[src/channel_window_credit_control_unit_macros.svh]
`ifndef CHANNEL_WINDOW_CREDIT_CONTROL_UNIT_MACROS_SVH
`define CHANNEL_WINDOW_CREDIT_CONTROL_UNIT_MACROS_SVH

// same-cycle implication, sampled on clk, off during reset
`define CWCC_ASSERT_NOW(lbl, ante, cons) \
  lbl: assert property (@(posedge clk) disable iff (!rst_n) (ante) |-> (cons)) \
    else $error("cwcc assertion failed");

// next-cycle implication, sampled on clk, off during reset
`define CWCC_ASSERT_NEXT(lbl, ante, cons) \
  lbl: assert property (@(posedge clk) disable iff (!rst_n) (ante) |=> (cons)) \
    else $error("cwcc assertion failed");

`endif

[src/cwcc_pkg.sv]
package cwcc_pkg;

  localparam int unsigned WORD_W  = 32;
  localparam int unsigned KIND_W  = 3;
  localparam int unsigned STAT_W  = 3;
  localparam int unsigned CFG_IDX_W = 2;

  localparam logic [KIND_W-1:0] KIND_OPEN_CONFIRM = 3'd0;
  localparam logic [KIND_W-1:0] KIND_DATA_IN      = 3'd1;
  localparam logic [KIND_W-1:0] KIND_DATA_OUT     = 3'd2;
  localparam logic [KIND_W-1:0] KIND_ADJUST_IN    = 3'd3;
  localparam logic [KIND_W-1:0] KIND_ADJUST_OUT   = 3'd4;

  localparam logic [STAT_W-1:0] ST_OK        = 3'd0;
  localparam logic [STAT_W-1:0] ST_MALFORMED = 3'd1;
  localparam logic [STAT_W-1:0] ST_OVERRUN   = 3'd2;
  localparam logic [STAT_W-1:0] ST_WAIT      = 3'd3;
  localparam logic [STAT_W-1:0] ST_RANGE     = 3'd4;

  localparam logic [CFG_IDX_W-1:0] REG_FULL_WINDOW = 2'd0;
  localparam logic [CFG_IDX_W-1:0] REG_LOW_MARK    = 2'd1;
  localparam logic [CFG_IDX_W-1:0] REG_MAX_PAYLOAD = 2'd2;
  localparam logic [CFG_IDX_W-1:0] REG_CHANNEL_ID  = 2'd3;

  localparam logic [WORD_W-1:0] FULL_WINDOW_RST = 32'd2097152;
  localparam logic [WORD_W-1:0] LOW_MARK_RST    = 32'd1048576;
  localparam logic [WORD_W-1:0] MAX_PAYLOAD_RST = 32'd32768;
  localparam logic [WORD_W-1:0] CHANNEL_ID_RST  = 32'd0;

  typedef struct packed {
    logic [KIND_W-1:0] kind;
    logic [WORD_W-1:0] recipient;
    logic [WORD_W-1:0] amount;
    logic [WORD_W-1:0] peer_max_packet;
    logic              well_formed;
  } event_t;

  typedef struct packed {
    logic [WORD_W-1:0] full_window;
    logic [WORD_W-1:0] low_mark;
    logic [WORD_W-1:0] max_payload;
    logic [WORD_W-1:0] local_channel_id;
  } cfg_t;

  typedef struct packed {
    logic [STAT_W-1:0] status;
    logic [WORD_W-1:0] local_window_now;
    logic [WORD_W-1:0] remote_window_now;
    logic              refill_due;
    logic [WORD_W-1:0] suggested_increment;
  } result_t;

  typedef struct packed {
    logic [WORD_W-1:0] rx_credit;
    logic [WORD_W-1:0] tx_credit;
  } window_t;

endpackage

[src/cwcc_in_stage.sv]
module cwcc_in_stage (
  input  logic              clk,
  input  logic              rst_n,
  input  logic              in_valid,
  output logic              in_stall,
  input  cwcc_pkg::event_t  in_event,
  input  logic              advance,
  output logic              evt_valid,
  output cwcc_pkg::event_t  evt
);

  logic             vld_r;
  logic             vld_nxt;
  cwcc_pkg::event_t evt_r;
  logic             accept;

  assign in_stall  = vld_r && !advance;
  assign accept    = in_valid && !in_stall;
  assign vld_nxt   = accept ? 1'b1 : (advance ? 1'b0 : vld_r);
  assign evt_valid = vld_r;
  assign evt       = evt_r;

  always_ff @(posedge clk) begin
    if (!rst_n) begin
      vld_r <= 1'b0;
    end else begin
      vld_r <= vld_nxt;
    end
  end

  always_ff @(posedge clk) begin
    if (accept) begin
      evt_r <= in_event;
    end
  end

endmodule

[src/cwcc_core.sv]
module cwcc_core (
  input  logic               clk,
  input  logic               rst_n,
  input  logic               commit,
  input  cwcc_pkg::event_t   evt,
  input  cwcc_pkg::cfg_t     cfg,
  output cwcc_pkg::result_t  res,
  output cwcc_pkg::window_t  win
);

  logic [cwcc_pkg::WORD_W-1:0] lw_r, lw_nxt;
  logic [cwcc_pkg::WORD_W-1:0] rw_r, rw_nxt;
  logic [cwcc_pkg::WORD_W-1:0] rmp_r, rmp_nxt;
  logic [cwcc_pkg::STAT_W-1:0] status;
  logic                        msg_bad;
  logic [cwcc_pkg::WORD_W:0]   rw_sum;
  logic [cwcc_pkg::WORD_W:0]   lw_sum;
  logic                        due;

  assign msg_bad = !evt.well_formed || (evt.recipient != cfg.local_channel_id);
  assign rw_sum  = {1'b0, rw_r} + {1'b0, evt.amount};
  assign lw_sum  = {1'b0, lw_r} + {1'b0, evt.amount};

  always_comb begin
    status  = cwcc_pkg::ST_OK;
    lw_nxt  = lw_r;
    rw_nxt  = rw_r;
    rmp_nxt = rmp_r;
    case (evt.kind)
      cwcc_pkg::KIND_OPEN_CONFIRM: begin
        if (msg_bad || evt.peer_max_packet == '0) begin
          status = cwcc_pkg::ST_MALFORMED;
        end else begin
          rw_nxt  = evt.amount;
          rmp_nxt = (evt.peer_max_packet > cfg.max_payload) ? cfg.max_payload
                                                            : evt.peer_max_packet;
        end
      end
      cwcc_pkg::KIND_DATA_IN: begin
        if (msg_bad || evt.amount > cfg.max_payload) begin
          status = cwcc_pkg::ST_MALFORMED;
        end else if (evt.amount > lw_r) begin
          status = cwcc_pkg::ST_OVERRUN;
        end else begin
          lw_nxt = lw_r - evt.amount;
        end
      end
      cwcc_pkg::KIND_DATA_OUT: begin
        if (evt.amount > rw_r || evt.amount > rmp_r) begin
          status = cwcc_pkg::ST_WAIT;
        end else begin
          rw_nxt = rw_r - evt.amount;
        end
      end
      cwcc_pkg::KIND_ADJUST_IN: begin
        if (msg_bad) begin
          status = cwcc_pkg::ST_MALFORMED;
        end else if (rw_sum[cwcc_pkg::WORD_W]) begin
          status = cwcc_pkg::ST_RANGE;
        end else begin
          rw_nxt = rw_sum[cwcc_pkg::WORD_W-1:0];
        end
      end
      cwcc_pkg::KIND_ADJUST_OUT: begin
        if (evt.amount == '0) begin
          status = cwcc_pkg::ST_MALFORMED;
        end else if (lw_sum[cwcc_pkg::WORD_W]) begin
          status = cwcc_pkg::ST_RANGE;
        end else begin
          lw_nxt = lw_sum[cwcc_pkg::WORD_W-1:0];
        end
      end
      default: begin
        status = cwcc_pkg::ST_MALFORMED;
      end
    endcase
  end

  assign due = (lw_nxt <= cfg.low_mark);

  always_comb begin
    res.status              = status;
    res.local_window_now    = lw_nxt;
    res.remote_window_now   = rw_nxt;
    res.refill_due          = due;
    res.suggested_increment = (due && cfg.full_window > lw_nxt) ? cfg.full_window - lw_nxt
                                                                : '0;
  end

  assign win.rx_credit = lw_r;
  assign win.tx_credit = rw_r;

  always_ff @(posedge clk) begin
    if (!rst_n) begin
      lw_r  <= cwcc_pkg::FULL_WINDOW_RST;
      rw_r  <= '0;
      rmp_r <= '0;
    end else if (commit) begin
      lw_r  <= lw_nxt;
      rw_r  <= rw_nxt;
      rmp_r <= rmp_nxt;
    end
  end

endmodule

[src/channel_window_credit_control_unit.sv]
// Result path: the input-stage register, then the result register. Throughput:
// one event per cycle while the output is not stalled; the window registers update
// in the same cycle that the result register loads, so back-to-back events see fresh state.
// Reset (rst_n low, synchronous): pipeline empties, windows return to
// local 2097152 / remote 0, and all configuration registers to their defaults.
`include "channel_window_credit_control_unit_macros.svh"

module channel_window_credit_control_unit (
  input  logic                          clk,
  input  logic                          rst_n,
  input  logic                          in_valid,
  output logic                          in_stall,
  input  logic [cwcc_pkg::KIND_W-1:0]   in_kind,
  input  logic [cwcc_pkg::WORD_W-1:0]   in_recipient,
  input  logic [cwcc_pkg::WORD_W-1:0]   in_amount,
  input  logic [cwcc_pkg::WORD_W-1:0]   in_peer_max_packet,
  input  logic                          in_well_formed,
  output logic                          out_valid,
  input  logic                          out_stall,
  output logic [cwcc_pkg::STAT_W-1:0]   out_status,
  output logic [cwcc_pkg::WORD_W-1:0]   out_local_window_now,
  output logic [cwcc_pkg::WORD_W-1:0]   out_remote_window_now,
  output logic                          out_refill_due,
  output logic [cwcc_pkg::WORD_W-1:0]   out_suggested_increment,
  input  logic                          cfg_we,
  input  logic [cwcc_pkg::CFG_IDX_W-1:0] cfg_index,
  input  logic [cwcc_pkg::WORD_W-1:0]   cfg_wdata
);

  cwcc_pkg::event_t  in_event;
  cwcc_pkg::event_t  evt;
  cwcc_pkg::cfg_t    cfg_r;
  cwcc_pkg::result_t res;
  cwcc_pkg::result_t res_r;
  cwcc_pkg::window_t win;
  logic              evt_valid;
  logic              advance;
  logic              commit;
  logic              out_valid_r;
  logic              out_valid_nxt;

  assign in_event.kind            = in_kind;
  assign in_event.recipient       = in_recipient;
  assign in_event.amount          = in_amount;
  assign in_event.peer_max_packet = in_peer_max_packet;
  assign in_event.well_formed     = in_well_formed;

  assign advance       = !out_valid_r || !out_stall;
  assign commit        = evt_valid && advance;
  assign out_valid_nxt = advance ? commit : out_valid_r;

  cwcc_in_stage u_in_stage (
    .clk       (clk),
    .rst_n     (rst_n),
    .in_valid  (in_valid),
    .in_stall  (in_stall),
    .in_event  (in_event),
    .advance   (advance),
    .evt_valid (evt_valid),
    .evt       (evt)
  );

  cwcc_core u_core (
    .clk    (clk),
    .rst_n  (rst_n),
    .commit (commit),
    .evt    (evt),
    .cfg    (cfg_r),
    .res    (res),
    .win    (win)
  );

  always_ff @(posedge clk) begin
    if (!rst_n) begin
      cfg_r.full_window      <= cwcc_pkg::FULL_WINDOW_RST;
      cfg_r.low_mark         <= cwcc_pkg::LOW_MARK_RST;
      cfg_r.max_payload      <= cwcc_pkg::MAX_PAYLOAD_RST;
      cfg_r.local_channel_id <= cwcc_pkg::CHANNEL_ID_RST;
    end else if (cfg_we) begin
      case (cfg_index)
        cwcc_pkg::REG_FULL_WINDOW: cfg_r.full_window      <= cfg_wdata;
        cwcc_pkg::REG_LOW_MARK:    cfg_r.low_mark         <= cfg_wdata;
        cwcc_pkg::REG_MAX_PAYLOAD: cfg_r.max_payload      <= cfg_wdata;
        cwcc_pkg::REG_CHANNEL_ID:  cfg_r.local_channel_id <= cfg_wdata;
        default: ;
      endcase
    end
  end

  always_ff @(posedge clk) begin
    if (!rst_n) begin
      out_valid_r <= 1'b0;
    end else begin
      out_valid_r <= out_valid_nxt;
    end
  end

  always_ff @(posedge clk) begin
    if (commit) begin
      res_r <= res;
    end
  end

  assign out_valid               = out_valid_r;
  assign out_status              = res_r.status;
  assign out_local_window_now    = res_r.local_window_now;
  assign out_remote_window_now   = res_r.remote_window_now;
  assign out_refill_due          = res_r.refill_due;
  assign out_suggested_increment = res_r.suggested_increment;

  // a rejected event leaves both windows untouched
  `CWCC_ASSERT_NEXT(a_reject_keeps_windows, commit && res.status != cwcc_pkg::ST_OK, win == $past(win))
  // the input side backs up only when both stages are full and the output is stalled
  `CWCC_ASSERT_NOW(a_stall_only_when_full, in_stall, evt_valid && out_valid_r && out_stall)
  // no refill increment is suggested unless a refill is due
  `CWCC_ASSERT_NOW(a_inc_needs_due, out_valid_r && !out_refill_due, out_suggested_increment == '0)

endmodule
[config.mk]
export PLATFORM = sky130hd
export DESIGN_NAME = channel_window_credit_control_unit
export DESIGN_NICKNAME = d
export VERILOG_FILES = /design/src/cwcc_pkg.sv /design/src/cwcc_in_stage.sv /design/src/cwcc_core.sv /design/src/channel_window_credit_control_unit.sv
export VERILOG_INCLUDE_DIRS = /design/src /design/src/src
export SDC_FILE = /design/constraint.sdc
export NUM_CORES = 1
export LEC_CHECK = 0
export BUFFER_PORTS_ARGS = -buffer_cell sky130_fd_sc_hd__clkbuf_2
export CAP_MARGIN = 10
export CORE_ASPECT_RATIO = 0.9
export CORE_MARGIN = 2
export CORE_UTILIZATION = 60
export CTS_BUF_LIST = sky130_fd_sc_hd__clkbuf_4 sky130_fd_sc_hd__clkbuf_8
export DETAILED_ROUTE_END_ITERATION = 8
export GPL_TIMING_DRIVEN = 0
export PLACE_DENSITY = 0.88
export SETUP_SLACK_MARGIN = 0.02
export SLEW_MARGIN = 5
export SYNTH_ARGS = -nofsm -noshare
export SYNTH_HDL_FRONTEND = slang
export SYNTH_SLANG_ARGS = --single-unit
[constraint.sdc]
create_clock -name clk -period 8.9 [get_ports clk]
set_input_delay 1.78 -clock clk [delete_from_list [all_inputs] [get_ports clk]]
set_output_delay 1.78 -clock clk [all_outputs]
set_load 0.01 [all_outputs]
==> Implementation_results.wiki <==
{| class="wikitable"
! Metric !! Value
|-
| Result of the run || finished, final reports clean
|-
| Buffers inserted by post-CTS timing repair || 0
|-
| Area share of the largest cell type after synthesis || 0.205
|-
| Setup TNS || 0 ns
|-
| Final ANT Viol Nets || 0
|-
| Vias in the first global route || 26100
|-
| Number of gates resized after cts || 0
|-
| CP top delay family || compound AO/OA/AOI/OAI gates
|-
| Final Hold Slack || around 0.45 ns
|-
| Post-layout nets || 4071
|-
| Synth top area cells || edfxtp_1 21%, dfxtp_1 15%, ha_1 12%
|-
| Die Span Y || 214 microns
|-
| Total grt overflow || 0
|-
| Residual DRC count || 0
|-
| Maximum number of pins on one net before global-route repair || 47
|-
| Initial Utilization || 0.610
|-
| Data arrival time at the worst-slack endpoint || between 8 and 9 ns
|-
| Dpl cell area || 0.0314 sq mm
|-
| TritonCTS clock tree || yes
|-
| Ratio of final minimum period to clock period || 0.914
|-
| Deepest clock path buffer count || 3
|-
| Fraction of power consumed by combinational cells || 0.201
|-
| Register-to-Register Setup Slack || 0.76 ns
|-
| Detailed-route via count || 28100
|-
| Worst IR drop on VDD || 0.205 mV
|-
| Worst Skew || between 0.04 and 0.05 ns
|-
| Prevailing post-synth register cell || dfxtp_1
|-
| Hold path startpoint || u_core.rmp_r[5]$_SDFFE_PN0P_
|-
| Final weighted congestion of routability-driven global placement || 1.03
|-
| Placeable core region || about 0.048 sq mm
|-
| Worst flop-to-flop path endpoint || out_suggested_increment[21]$_SDFFCE_PN0P_
|-
| Type of origin of the critical path || flop
|-
| Syn Nets || 3753
|-
| Horizontal die dimension || approximately 240 microns
|-
| Required arrival time at the worst endpoint || 9.30 ns
|-
| Clock latency on the worst-skew pair || 0.72 ns
|-
| CTS buffer count || just over 70
|-
| Reported max-cap violation count || 0
|-
| Sw power || 1670 uW
|-
| Max-slew headroom || 0.0921
|-
| End point of the worst hold path || u_core.rmp_r[5]$_SDFFE_PN0P_
|-
| Count of boundary I/O pins || 241
|-
| Multi-input gate area in the final layout || 0.0172 sq mm
|-
| Fill cells || 3787
|-
| Count of input and output buffers || 239
|-
| Average wire per cell in the routed design || 24.2 microns
|-
| Detailed placement HPWL || 79800 microns
|-
| Total Power Consumption || 5320 uW
|-
| Highest clock frequency the design can meet || 123 MHz
|-
| Net Sw Frac || 0.314
|-
| Path type of the worst setup path || reg2reg
|-
| FF+latch area || 0.0105 sq mm
|-
| Category of the worst setup path capture point || flop
|-
| Depth of the worst register-to-register path || 25
|-
| Library cells used by synthesis || 113
|-
| Buffers plus inverters on the worst setup path || 5
|-
| 1st-iter DRT viols || 3360
|-
| Clock share of power || 0.374
|-
| Tmin final || ~8.1 ns
|-
| Power density of the placed cells || 161 mW/mm^2
|-
| Transition time at the pin with the least slew margin || 1.35 ns
|-
| Post-synthesis register bit count || 426
|-
| Die footprint || a little over 0.05 sq mm
|-
| Cell area after layout || around 0.033 sq mm
|-
| Avg Synthesized Cell Area || about 8.8 sq um
|-
| First-pass GRT wire length || 154000 microns
|-
| Worst Hold Class || reg2reg
|-
| Placement Rows || 76
|-
| First-pass iteration count of the detailed router || 6
|-
| Netlist area before placement || 0.0293 sq mm
|-
| Htree depth || 3
|-
| Per-cell via count in the routed design || 6.49
|-
| Launching point of the worst reg2reg path || u_in_stage.evt[50]$_DFFE_PP_
|-
| Final Max Slew Viols || 0
|-
| Sink count of the clock tree || around 430
|-
| Clock root buffer || clkbuf_8
|-
| Area growth from synthesis to final layout || 12.7%
|-
| Cell count after synthesis || 3321
|-
| Sequential element share of the synthesized area || 0.360
|-
| Hold bufs inserted after CTS || 0
|-
| Share of layout cells above drive strength 1 || 0.137
|-
| Slowest CP cell || a221oi_2
|-
| Maximum fanout along the worst path || 10
|-
| Hold Crit Depth || 2
|-
| GR Util All Layers || 0.403
|-
| Longest individual stage delay on the worst path || 0.70 ns
|-
| Count of endpoints failing hold in the final timing report || 0
|-
| Cell type with the highest aggregate area in the netlist || edfxtp_1
|-
| Initial antenna violation count || 1
|-
| Clock-pin slew of the registers on the worst-case setup and hold paths || 0.06 ns
|-
| Synth warnings || 0
|-
| Total wirelength of the detailed-routed design || 105000 microns
|-
| Sequential Power Share || 0.425
|-
| Cell Int Power || 3650 uW
|-
| Fraction of registers with async set or reset after synthesis || 0
|-
| Total leakage power || 0.0137 uW
|-
| Number of flops mapped to enable cells by yosys || 200
|-
| Final setup violation count || 0
|-
| Setup repair after global routing missed its margin || false
|}
==> final cells by class <==
cell class	count	area share
antenna	1	0.0000758
buffer	149	0.0230
clock buffer	110	0.0409
clock inverter	24	0.00807
inverter	229	0.0260
multi-input combinational	2517	0.520
sequential	426	0.319
tap	624	0.0237
timing repair buffer	244	0.0393
==> synth_stat cells (32+ instances only) <==
master    instances
nand2_1         453
ha_1            288
a21oi_1         239
dfxtp_1         226
inv_1           223
nor2_1          216
edfxtp_1        200
o21ai_0         183
a21boi_0        134
clkbuf_1         98
mux2i_1          73
xnor2_1          73
a21o_1           67
nand4_1          54
nand3_1          49
nor3_1           48
xor2_1           40
nor4_1           39
a211oi_1         35
nor2b_1          32
o21bai_1         32
==> worst register-to-register path, delay by kind of cell (launching register included) <==
| kind | cells | cell delay, ns |
|---|---|---|
| AND/OR/NAND/NOR | 6 | 0.80 |
| buffers and inverters | 5 | 1.35 |
| adder cells (fa/ha/maj) | 3 | 0.97 |
| AO/OA/AOI/OAI | 11 | 4.09 |
| flip-flops | 1 | 0.66 |
==> state kept, by name (all words and copies together), names as in the netlist <==
register,flops
cfg_r,128
u_in_stage.evt_valid,1
out_suggested_increment,32
u_core.rmp_r,32
out_status,3
out_remote_window_now,32
u_in_stage.evt,100
out_local_window_now,32
out_valid,1
u_core.lw_r,32
u_core.rw_r,32
out_refill_due,1
==> how the worst max path moves through the flow <==
stage	slack [ns]	from	end	cells past startpoint
final	0.76	u_in_stage.evt[50]$_DFFE_PP_	out_suggested_increment[21]$_SDFFCE_PN0P_	25
after floorplan	1.89	out_stall	u_in_stage.evt[0]$_DFFE_PP_	2
after detailed placement	1.13	u_in_stage.evt[34]$_DFFE_PP_	out_suggested_increment[3]$_SDFFCE_PN0P_	24
after global routing	0.56	u_in_stage.evt[57]$_DFFE_PP_	out_suggested_increment[3]$_SDFFCE_PN0P_	23
after global placement	0.17	out_stall	u_in_stage.evt[92]$_DFFE_PP_	3
after CTS	1.12	u_in_stage.evt[34]$_DFFE_PP_	out_suggested_increment[3]$_SDFFCE_PN0P_	24
==> power groups by stage <==
stage | combinational (uW) | clock [uW] | sequential, uW
after global placement | 1000 | 0 | 2300
after global routing | 1160 | 2070 | 2260
after CTS | 1040 | 1990 | 2250
after floorplan | 688 | 0 | 2270
after detailed placement | 1030 | 0 | 2290
final | 1070 | 1990 | 2260
==> logic make-up (layout without fill, tap and decap cells) <==
logic type                 Yosys count  in the layout  share of synthesized area
AOI/OAI and AO/OA                 1003           1003                      0.233
and+or+nand+nor                   1033           1033                      0.166
other                                0              1                          0
buffers and inverters              378            756                     0.0551
DFF                                426            426                      0.360
adders and majority gates          293            293                      0.126
xor gates and xnor gates           113            113                     0.0338
muxes                               75             75                     0.0257
==> through the flow <==
stage	setup WS, ns	std cells	utilization
2_1_floorplan	1.89	3321	-
3_3_place_gp	0.175	4184	0.651
3_5_place_dp	1.13	4189	0.654
4_1_cts	1.12	4323	0.687
5_1_grt	0.561	4323	0.687
6_report	0.763	4324	0.687
==> layer usage <==
| layer | global-route usage | share of wire |
|---|---|---|
| met5 | 0 | 0 |
| met4 | 0.220 | 0.060 |
| met3 | 0.113 | 0.12 |
| met2 | 0.605 | 0.42 |
| met1 | 0.529 | 0.39 |
==> placed cells by master, fill, tap and decap left out, drive strengths merged, types with 21 or more instances in the layout <==
cell type / synthesis / routed
clkbuf: 110 / 459
nand2: 453 / 453
ha: 288 / 288
a21oi: 243 / 243
inv: 224 / 229
dfxtp: 226 / 226
nor2: 218 / 218
edfxtp: 200 / 200
o21ai: 190 / 190
a21boi: 138 / 138
xnor2: 73 / 73
mux2i: 73 / 73
a21o: 68 / 68
nand4: 55 / 55
nand3: 50 / 50
nor3: 50 / 50
nor4: 45 / 45
buf: 39 / 44
xor2: 40 / 40
a211oi: 37 / 37
nor2b: 34 / 34
o21bai: 32 / 32
o21a: 27 / 27
and2: 27 / 27
o31ai: 26 / 26
o22ai: 24 / 24
o211ai: 22 / 22
nand2b: 21 / 21
No activity file was read; power rests on OpenSTA's default activity.
